<file path="config.mk">
export PLATFORM = sky130hd
export DESIGN_NAME = button_debounce_accel_repeat
export DESIGN_NICKNAME = d
export VERILOG_FILES = /design/src/rtl/bdar_pkg.sv /design/src/rtl/bdar_shrink.sv /design/src/rtl/bdar_core.sv /design/src/rtl/button_debounce_accel_repeat.sv
export SDC_FILE = /design/constraint.sdc
export NUM_CORES = 1
export LEC_CHECK = 0
export ABC_AREA = 1
export BUFFER_PORTS_ARGS = -buffer_cell sky130_fd_sc_hd__buf_2
export CAP_MARGIN = 0
export CORE_MARGIN = 1
export CORE_UTILIZATION = 55
export DETAILED_ROUTE_END_ITERATION = 16
export HOLD_SLACK_MARGIN = 0.03
export PLACE_DENSITY_LB_ADDON = 0.3
export SYNTH_ARGS = -nofsm -noshare
export SYNTH_HDL_FRONTEND = slang
export SYNTH_SLANG_ARGS = --single-unit
</file>
<file path="constraint.sdc">
create_clock -name aclk -period 7.7 [get_ports aclk]
set_input_delay 0.385 -clock aclk [delete_from_list [all_inputs] [get_ports aclk]]
set_output_delay 0.385 -clock aclk [all_outputs]
set_load 0.05 [all_outputs]
</file>
<file path="src/rtl/bdar_pkg.sv">
package bdar_pkg;

    localparam int TIME_W = 32;
    localparam int CFG_W  = 16;
    localparam int IDX_W  = 2;
    localparam int S_DATA_W = 40;
    localparam int M_DATA_W = 8;

    localparam logic [IDX_W-1:0] REG_DEBOUNCE      = 2'd0;
    localparam logic [IDX_W-1:0] REG_INITIAL_DELAY = 2'd1;
    localparam logic [IDX_W-1:0] REG_FIRST_IVL     = 2'd2;
    localparam logic [IDX_W-1:0] REG_MIN_IVL       = 2'd3;

    localparam logic [CFG_W-1:0] DEBOUNCE_RST      = 16'd10;
    localparam logic [CFG_W-1:0] INITIAL_DELAY_RST = 16'd500;
    localparam logic [CFG_W-1:0] FIRST_IVL_RST     = 16'd450;
    localparam logic [CFG_W-1:0] MIN_IVL_RST       = 16'd5;

    // round(0.8 * 2^16), exact floor of 8/10 for every 16-bit interval
    localparam logic [CFG_W-1:0] SHRINK_MULT = 16'd52429;

    typedef struct packed {
        logic [CFG_W-1:0] settle_ms;
        logic [CFG_W-1:0] initial_delay_ms;
        logic [CFG_W-1:0] first_interval_ms;
        logic [CFG_W-1:0] min_interval_ms;
    } bdar_cfg_t;

    typedef struct packed {
        logic              previous_raw;
        logic              stable_level;
        logic              held_flag;
        logic [TIME_W-1:0] change_time;
        logic [TIME_W-1:0] press_time;
        logic [TIME_W-1:0] last_fire_time;
        logic [CFG_W-1:0]  current_interval;
    } bdar_state_t;

endpackage

</file>
<file path="src/rtl/bdar_shrink.sv">
module bdar_shrink
    import bdar_pkg::*;
(
    input  logic [CFG_W-1:0] interval,
    input  logic [CFG_W-1:0] min_interval,
    output logic [CFG_W-1:0] shrunk
);

    logic [2*CFG_W-1:0] product;
    logic [CFG_W-1:0]   scaled;

    assign product = interval * SHRINK_MULT;
    assign scaled  = product[2*CFG_W-1:CFG_W];

    always_comb begin
        if (interval <= min_interval) begin
            shrunk = interval;
        end else if (scaled < min_interval) begin
            shrunk = min_interval;
        end else begin
            shrunk = scaled;
        end
    end

endmodule

</file>
<file path="src/rtl/bdar_core.sv">
module bdar_core
    import bdar_pkg::*;
(
    input  bdar_cfg_t         cfg,
    input  bdar_state_t       state,
    input  logic              raw_level,
    input  logic [TIME_W-1:0] now_ms,
    output bdar_state_t       state_next,
    output logic              key_event
);

    logic [CFG_W-1:0]  shrunk;
    logic [TIME_W-1:0] change_t;
    logic              stable_n;
    logic              repeat_due;

    bdar_shrink u_shrink (
        .interval     (state.current_interval),
        .min_interval (cfg.min_interval_ms),
        .shrunk       (shrunk)
    );

    assign change_t = (raw_level != state.previous_raw) ? now_ms : state.change_time;
    assign stable_n = ((now_ms - change_t) >= {{(TIME_W-CFG_W){1'b0}}, cfg.settle_ms})
                    ? raw_level : state.stable_level;
    assign repeat_due =
        ((now_ms - state.press_time) >= {{(TIME_W-CFG_W){1'b0}}, cfg.initial_delay_ms}) &&
        ((now_ms - state.last_fire_time) >=
         {{(TIME_W-CFG_W){1'b0}}, state.current_interval});

    always_comb begin
        state_next              = state;
        state_next.previous_raw = raw_level;
        state_next.change_time  = change_t;
        state_next.stable_level = stable_n;
        key_event               = 1'b0;
        if (!stable_n) begin
            if (!state.held_flag) begin
                state_next.held_flag        = 1'b1;
                state_next.press_time       = now_ms;
                state_next.last_fire_time   = now_ms;
                state_next.current_interval = cfg.first_interval_ms;
                key_event                   = 1'b1;
            end else if (repeat_due) begin
                state_next.last_fire_time   = now_ms;
                state_next.current_interval = shrunk;
                key_event                   = 1'b1;
            end
        end else begin
            state_next.held_flag = 1'b0;
        end
    end

endmodule

</file>
<file path="src/rtl/button_debounce_accel_repeat.sv">
// s_ requests are registered in the input stage, results in the m_ output stage.
// Throughput: one request per cycle unless m_tready stalls; the whole state update
// is one pass of compare and select logic plus a 16x16 constant multiply.
// Reset: aresetn is synchronous and active low; it empties both stages,
// restores the register defaults and returns the button to released.
module button_debounce_accel_repeat
    import bdar_pkg::*;
(
    input  logic                aclk,
    input  logic                aresetn,
    input  logic                s_tvalid,
    output logic                s_tready,
    input  logic [S_DATA_W-1:0] s_tdata,   // [0] raw_level, [32:1] now_ms, rest zero
    output logic                m_tvalid,
    input  logic                m_tready,
    output logic [M_DATA_W-1:0] m_tdata,   // [0] key_event, rest zero
    input  logic                cfg_wr_en,
    input  logic [IDX_W-1:0]    cfg_index,
    input  logic [CFG_W-1:0]    cfg_wdata
);

    bdar_cfg_t         cfg_reg;
    bdar_state_t       state_reg;
    bdar_state_t       state_next;
    logic              in_valid_reg;
    logic              in_raw_reg;
    logic [TIME_W-1:0] in_now_reg;
    logic              out_valid_reg;
    logic              out_event_reg;
    logic              event_next;
    logic              advance;
    logic              fire;

    assign advance  = !out_valid_reg || m_tready;
    assign fire     = in_valid_reg && advance;
    assign s_tready = !in_valid_reg || advance;
    assign m_tvalid = out_valid_reg;
    assign m_tdata  = {{(M_DATA_W-1){1'b0}}, out_event_reg};

    always_ff @(posedge aclk) begin
        if (!aresetn) begin
            cfg_reg.settle_ms         <= DEBOUNCE_RST;
            cfg_reg.initial_delay_ms  <= INITIAL_DELAY_RST;
            cfg_reg.first_interval_ms <= FIRST_IVL_RST;
            cfg_reg.min_interval_ms   <= MIN_IVL_RST;
        end else if (cfg_wr_en) begin
            case (cfg_index)
                REG_DEBOUNCE:      cfg_reg.settle_ms         <= cfg_wdata;
                REG_INITIAL_DELAY: cfg_reg.initial_delay_ms  <= cfg_wdata;
                REG_FIRST_IVL:     cfg_reg.first_interval_ms <= cfg_wdata;
                REG_MIN_IVL:       cfg_reg.min_interval_ms   <= cfg_wdata;
                default: begin
                end
            endcase
        end
    end

    always_ff @(posedge aclk) begin
        if (!aresetn) begin
            in_valid_reg <= 1'b0;
        end else if (s_tready) begin
            in_valid_reg <= s_tvalid;
        end
        if (s_tready && s_tvalid) begin
            in_raw_reg <= s_tdata[0];
            in_now_reg <= s_tdata[TIME_W:1];
        end
    end

    bdar_core u_core (
        .cfg        (cfg_reg),
        .state      (state_reg),
        .raw_level  (in_raw_reg),
        .now_ms     (in_now_reg),
        .state_next (state_next),
        .key_event  (event_next)
    );

    always_ff @(posedge aclk) begin
        if (!aresetn) begin
            state_reg.previous_raw     <= 1'b1;
            state_reg.stable_level     <= 1'b1;
            state_reg.held_flag        <= 1'b0;
            state_reg.change_time      <= '0;
            state_reg.press_time       <= '0;
            state_reg.last_fire_time   <= '0;
            state_reg.current_interval <= FIRST_IVL_RST;
            out_valid_reg              <= 1'b0;
        end else begin
            if (fire) begin
                state_reg <= state_next;
            end
            if (advance) begin
                out_valid_reg <= in_valid_reg;
            end
        end
        if (fire) begin
            out_event_reg <= event_next;
        end
    end

`ifndef SYNTHESIS
    a_held_means_pressed: assert property (@(posedge aclk) disable iff (!aresetn)
        state_reg.held_flag |-> !state_reg.stable_level)
        else $error("held flag set while stable level is released");

    a_press_emits_event: assert property (@(posedge aclk) disable iff (!aresetn)
        $rose(state_reg.held_flag) |-> (out_valid_reg && out_event_reg))
        else $error("new press did not emit an event");

    a_state_moves_on_request: assert property (@(posedge aclk) disable iff (!aresetn)
        !$stable(state_reg) |-> $past(fire))
        else $error("state changed without a request");

    a_output_from_request: assert property (@(posedge aclk) disable iff (!aresetn)
        $rose(out_valid_reg) |-> $past(fire))
        else $error("result appeared without a request");
`endif

endmodule
</file>
# Yosys cells after proc, flatten, opt, wreduce, memory -nomap -nowiden
# Cells that the tools add are included.
dict set report word_totals {
  out_inout_bits 10
  ram_bits 0
  latch_bits 0
  inputBits 63
  ff_bits 215
  rom_bits 0
  mem_count 0
}
dict set report classes {
  eq_ne 6
  order_cmp 5
  add_sub_neg 3
  mul 1
  shifts 0
  div_mod_pow 0
  n_reduce_logical 15
  mux 9
  n_bitwise 2
}
# cell count
set ops {}
lappend ops {{32-bit by 16-bit greater-or-equal comparator with 1-bit output} 3}
lappend ops {{48-bit 2-to-1 mux} 2}
lappend ops {{32-bit subtractor} 3}
lappend ops {{16-bit by 16-bit multiplier with 32-bit output (second input constant)} 1}
lappend ops {{16-bit 2-to-1 mux} 2}
lappend ops {{32-bit 2-to-1 mux} 1}
lappend ops {{16-bit less-or-equal comparator} 1}
lappend ops {{16-bit less-than comparator} 1}
lappend ops {{2-bit AND reduction} 4}
lappend ops {{3-bit AND reduction} 2}
lappend ops {{2-bit equality test (second input constant)} 2}
lappend ops {{1-bit 2-to-1 mux} 4}
lappend ops {{4-bit AND reduction} 1}
lappend ops {{1-bit logical AND} 3}
lappend ops {{2-bit by 1-bit equality test with 1-bit output (second input constant)} 1}
lappend ops {{1-bit zero test} 2}
lappend ops {{2-bit zero test} 1}
lappend ops {{1-bit logical OR} 2}
lappend ops {{2-bit by 1-bit inequality test with 1-bit output (second input constant)} 1}
lappend ops {{2-bit inequality test (second input constant)} 1}
lappend ops {{1-bit inverter} 2}
lappend ops {{1-bit inequality test} 1}

# Depth between registers and ports, before layout
dict set report depth {
  depth_word 7
  depth_mapped 37
  ltp_nobuf 36
}

# By module
# A second synthesis with hierarchy kept.
dict set report hier_totals {
  cells_unflattened 4451
  hier_area_um2 26589.3
}
# mod cells_each area_per_inst_um2 instances
set modules_own_cells {}
lappend modules_own_cells {bdar_core 2469 11705.0 1}
lappend modules_own_cells {button_debounce_accel_repeat 1184 8754.6 1}
lappend modules_own_cells {bdar_shrink 798 6129.6 1}

# Least setup slack after synthesis
# OpenSTA, ideal clock, no wires.
dict set report synth_timing {
  path_kind {register to register}
  startpoint {register state_reg[5] (netlist name)}
  endpoint {register state_reg[10] (netlist name)}
  required_time_ns 7.587
  stages_incl_launch_ff 33
  arrival_ns 6.471
  setup_time_ns 0.113
  period_less_slack_ns 6.584
  setup_slack_ns 1.116
  n_path_buf 1
  cell_sequence {dfxtp_1 ha_1 ha_1 inv_1 fa_1 inv_1 fa_1 fa_1 inv_1 fa_1 inv_1 ha_1 a21oi_1 o21ai_0 a21oi_1 nand2_1 a21oi_1 o21ai_0 a21oi_1 xor2_1 inv_1 ha_1 nand2_1 inv_1 nand3_1 a31oi_1 a2111oi_0 clkbuf_1 nand3_1 nand3_1 nand2_1 nor2_1 nor2_1}
}
dict set report synth_between {
  elab_chain_cells 6
  word_cells_on_any_way 12
  classes_between {1 x mul; 3 x order compare; 2 x eq/ne; 4 x mux; 2 x reduce/logical}
}
# element line_no
set synth_rtl {}
lappend synth_rtl {{start: declaration} button_debounce_accel_repeat.sv:23} ;# bdar_state_t state_reg;
lappend synth_rtl {{start signal: assignment} button_debounce_accel_repeat.sv:91} ;# state_reg <= state_next;
lappend synth_rtl {{16-bit by 16-bit multiplier with 32-bit output} bdar_shrink.sv:12} ;# assign product = interval * SHRINK_MULT;
lappend synth_rtl {{16-bit less-than comparator} bdar_shrink.sv:18} ;# end else if (scaled < min_interval) begin
lappend synth_rtl {{16-bit 2-to-1 mux} bdar_shrink.sv:18}
lappend synth_rtl {{16-bit 2-to-1 mux} bdar_shrink.sv:16} ;# if (interval <= min_interval) begin
lappend synth_rtl {{48-bit 2-to-1 mux} bdar_core.sv:44} ;# end else if (repeat_due) begin
lappend synth_rtl {{48-bit 2-to-1 mux} bdar_core.sv:38} ;# if (!state.held_flag) begin
# Parallel ways exist; a longest one is shown, timed or not. The select of a mux whose other input is x is not followed.
# A chain may end at the register's enable or synchronous reset.

# Worst setup path after layout
dict set report layout_timing {
  startpoint {register state_reg[12] (netlist name)}
  endpoint {register state_reg[12] (netlist name)}
}
# The elaborated chain is that of the path after synthesis.

==> flow_summary.toml <==
[outcome]
outcome = "finished, final reports clean"

[setup_path]
worstPathMaxFanout = 12
critPathMostFrequentCell = "inv_1"
end_kind = "flop"
crit_required_ps = 8200
path_class = "flop to flop"
slowest_delay_ps = 560
startpoint_type = "flop"
crit_arrival_ps = 7740
critPathSlowestCell = "fa_1"

[clock_tree]
cts_root_buf = "clkbuf_16"
clk_pin_slew_worst_paths_ps = 70
worstSkewPairLatency_ps = 560
postCtsSetupRepairBufs = 0
cts_buffers = 24
cts_sinks = 215
htree_num_levels = 1
cts_tree = "done"
cts.path.max_buffers = 3

[cells_and_area]
area_delta_synth_final_pct = 8.16
n_antenna_cell = 0
finalNonFillerCells = 4242
fill_cells = 3951
final_area_um2 = 24900
largest_register_ffs = 115
drive_gt1_share_pct = 3.80
layout.nets = 4140
postLayoutCoreUtil_pct = 60.6

[power]
p_leak_nw = 14.3
power_density_nw_per_um2 = 250
ir_drop_mv = 0.222

[logic_synthesis]
avgSynthCellArea_um2 = 6.35
ys_warn_count = 0
synth_top_area_share_pct = 18.5
synth_top_area_cell = "nand2_1"
ys.flop_type = "dfxtp_1"
synthCells = 3631
yosysSeqAreaShare_pct = 20.2
synth_edf_count = 34
async_flop_share_pct = 0
synth.ff_latch_count = 215
yosysMostFrequentCell = "nand2_1"
yosys-top-cells-area = "nand2_1 19%, ha_1 16%, dfxtp_1 16%, inv_1 12%, fa_1 7.2%"
synth_area_um2 = 23000
yosys-top-cells-count = "1136 x nand2_1, 764 x inv_1, 361 x nor2_1"
yosysUniqueCellTypes = 47

[die]
die_area_um2 = 42700
core_um2 = 41100
initial_utilization_pct = 56.1
io-pin-count = 73
rows = 74
die_w_um = 207
die_h_um = 207

[global_route]
grt-busiest-layer = "met2"
met2_usage_pct = 53.1
antenna_found_initial = 0
met3_usage_pct = 3.45
grt_pass1_wl_mm = 103
grt_pass1_vias = 20700
overflow = 0
grt_max_degree = 95
globalRouteTotalUtil_pct = 30.7
use_met1_pct = 38.2

[route]
drtPass1Iterations = 8
vias_per_cell = 5.20
wl_per_cell_um = 15.3
antenna_left = 0
route.vias.total = 22100
drc = 0
wirelength_mm = 65.0
drt-initial-drc-count = 1450

[job]
maxCapViolCount = 0

[timing]
rsz0062_at_grt = "false"
tightest_slew_ps = 1000
skew_ps = 22.0
post-route-period-util_pct = 94.0
drv_slew = 0
hold_viol = 0
finalSetupTns_ps = 0
slew_headroom_pct = 33.1
period_needed_ps = 7240
fmax_mhz = 138
setup_viol = 0

[placed_design]
dpl_cell_area_um2 = 23800
hpwl_mm = 52.7
dp_cells = 4166
port_buffers = 58
gp_congestion = 1.01

[worst_hold_path]
hold_class = "primary input to flop"
[through the flow]
step | hold WS, ps | power [mW] | worst slack (ps)
5_1_grt | 44.8 | 6.85 | 8.90
2_1_floorplan | 429 | 4.09 | 1120
6_report | 66.5 | 6.23 | 459
3_3_place_gp | 442 | 4.90 | 700
3_5_place_dp | 444 | 4.94 | 636
4_1_cts | 30.3 | 6.19 | 586
[worst paths after layout]
| kind | endpoint | from | slack (ps) | depth (start not counted) |
|---|---|---|---|---|
| setup reg to reg | state_reg[12] | state_reg[12] | 460 | 32 |
| setup / recovery | state_reg[12] | state_reg[12] | 460 | 32 |
| hold / removal | in_now_reg[8] | s_tdata[9] | 70 | 1 |
| hold reg to reg | cfg_reg[22] | cfg_reg[22] | 460 | 2 |
[final cells by class]
type / count / area [um2] / share of cell area (%)
clock buffer: 30 / 663 / 2.66
clock inverter: 14 / 178 / 0.713
inverter: 773 / 2900 / 11.6
multi-input combinational: 2571 / 15100 / 60.7
sequential: 215 / 4640 / 18.6
tap: 532 / 666 / 2.67
timing repair buffer: 107 / 741 / 2.97
[cell usage in the layout (no fill, tap or decap), types with 3 or more instances in the layout]
| master | synthesis | final |
|---|---|---|
| a211oi_1 | 4 | 4 |
| a21o_1 | 5 | 5 |
| a21oi_1 | 150 | 150 |
| a221oi_1 | 5 | 5 |
| a31oi_1 | 5 | 5 |
| and2_1 | 8 | 8 |
| buf_2 | 8 | 57 |
| buf_4 | 13 | 18 |
| bufinv_16 | 0 | 3 |
| clkbuf_16 | 0 | 24 |
| clkbuf_8 | 0 | 4 |
| clkinv_2 | 0 | 7 |
| conb_1 | 1 | 7 |
| dfxtp_1 | 181 | 181 |
| dlygate4sd3_1 | 0 | 32 |
| edfxtp_1 | 34 | 34 |
| fa_1 | 83 | 83 |
| ha_1 | 302 | 302 |
| inv_1 | 764 | 764 |
| inv_2 | 7 | 7 |
| nand2_1 | 1136 | 1136 |
| nand2_2 | 8 | 8 |
| nand3_1 | 146 | 146 |
| nand3b_1 | 12 | 12 |
| nand4_1 | 62 | 62 |
| nor2_1 | 361 | 361 |
| nor3_1 | 19 | 19 |
| o211ai_1 | 43 | 43 |
| o21a_1 | 4 | 4 |
| o21ai_0 | 116 | 116 |
| o21bai_1 | 9 | 9 |
| xnor2_1 | 8 | 8 |
| xor2_1 | 57 | 57 |
[routing by layer]
layer,routed length (um),up-vias
met2,30400,677
li1,-,11300
met5,0,-
met1,27600,9905
met4,3000,0
met3,3960,163
[kinds of logic (layout without fill, tap and decap cells)]
| logic type | Yosys count | count (layout) | synth area share [%] |
|---|---|---|---|
| buffers and inverters | 851 | 924 | 14.3 |
| adders and majority gates | 385 | 385 | 23.6 |
| and+or+nand+nor | 1766 | 1766 | 31.0 |
| xor gates and xnor gates | 65 | 65 | 2.47 |
| DFF | 215 | 215 | 20.2 |
| AOI/OAI and AO/OA | 348 | 348 | 8.46 |
| other | 1 | 7 | 0.0163 |
[power by group]
part           total [mW]  switching (mW)  internal (mW)
Combinational        3.74            2.39           1.35
Sequential           1.27          0.0609           1.21
Clock                1.22           0.500          0.718
Total                6.23            2.95           3.28
[critical path: cells and delay by family (launching register included)]
family	cells	cell delay, ps
simple gates	9	1110
flops	1	510
compound gates	8	1590
xor+xnor	1	280
fa+ha+maj	8	3330
buf+inv	6	350
[repair_timing]
action,in CTS,in global routing
hold buffers,31,1
hold endpoints to repair,31,1
resized for setup,0,0
Power figures use the tool's default switching activity.
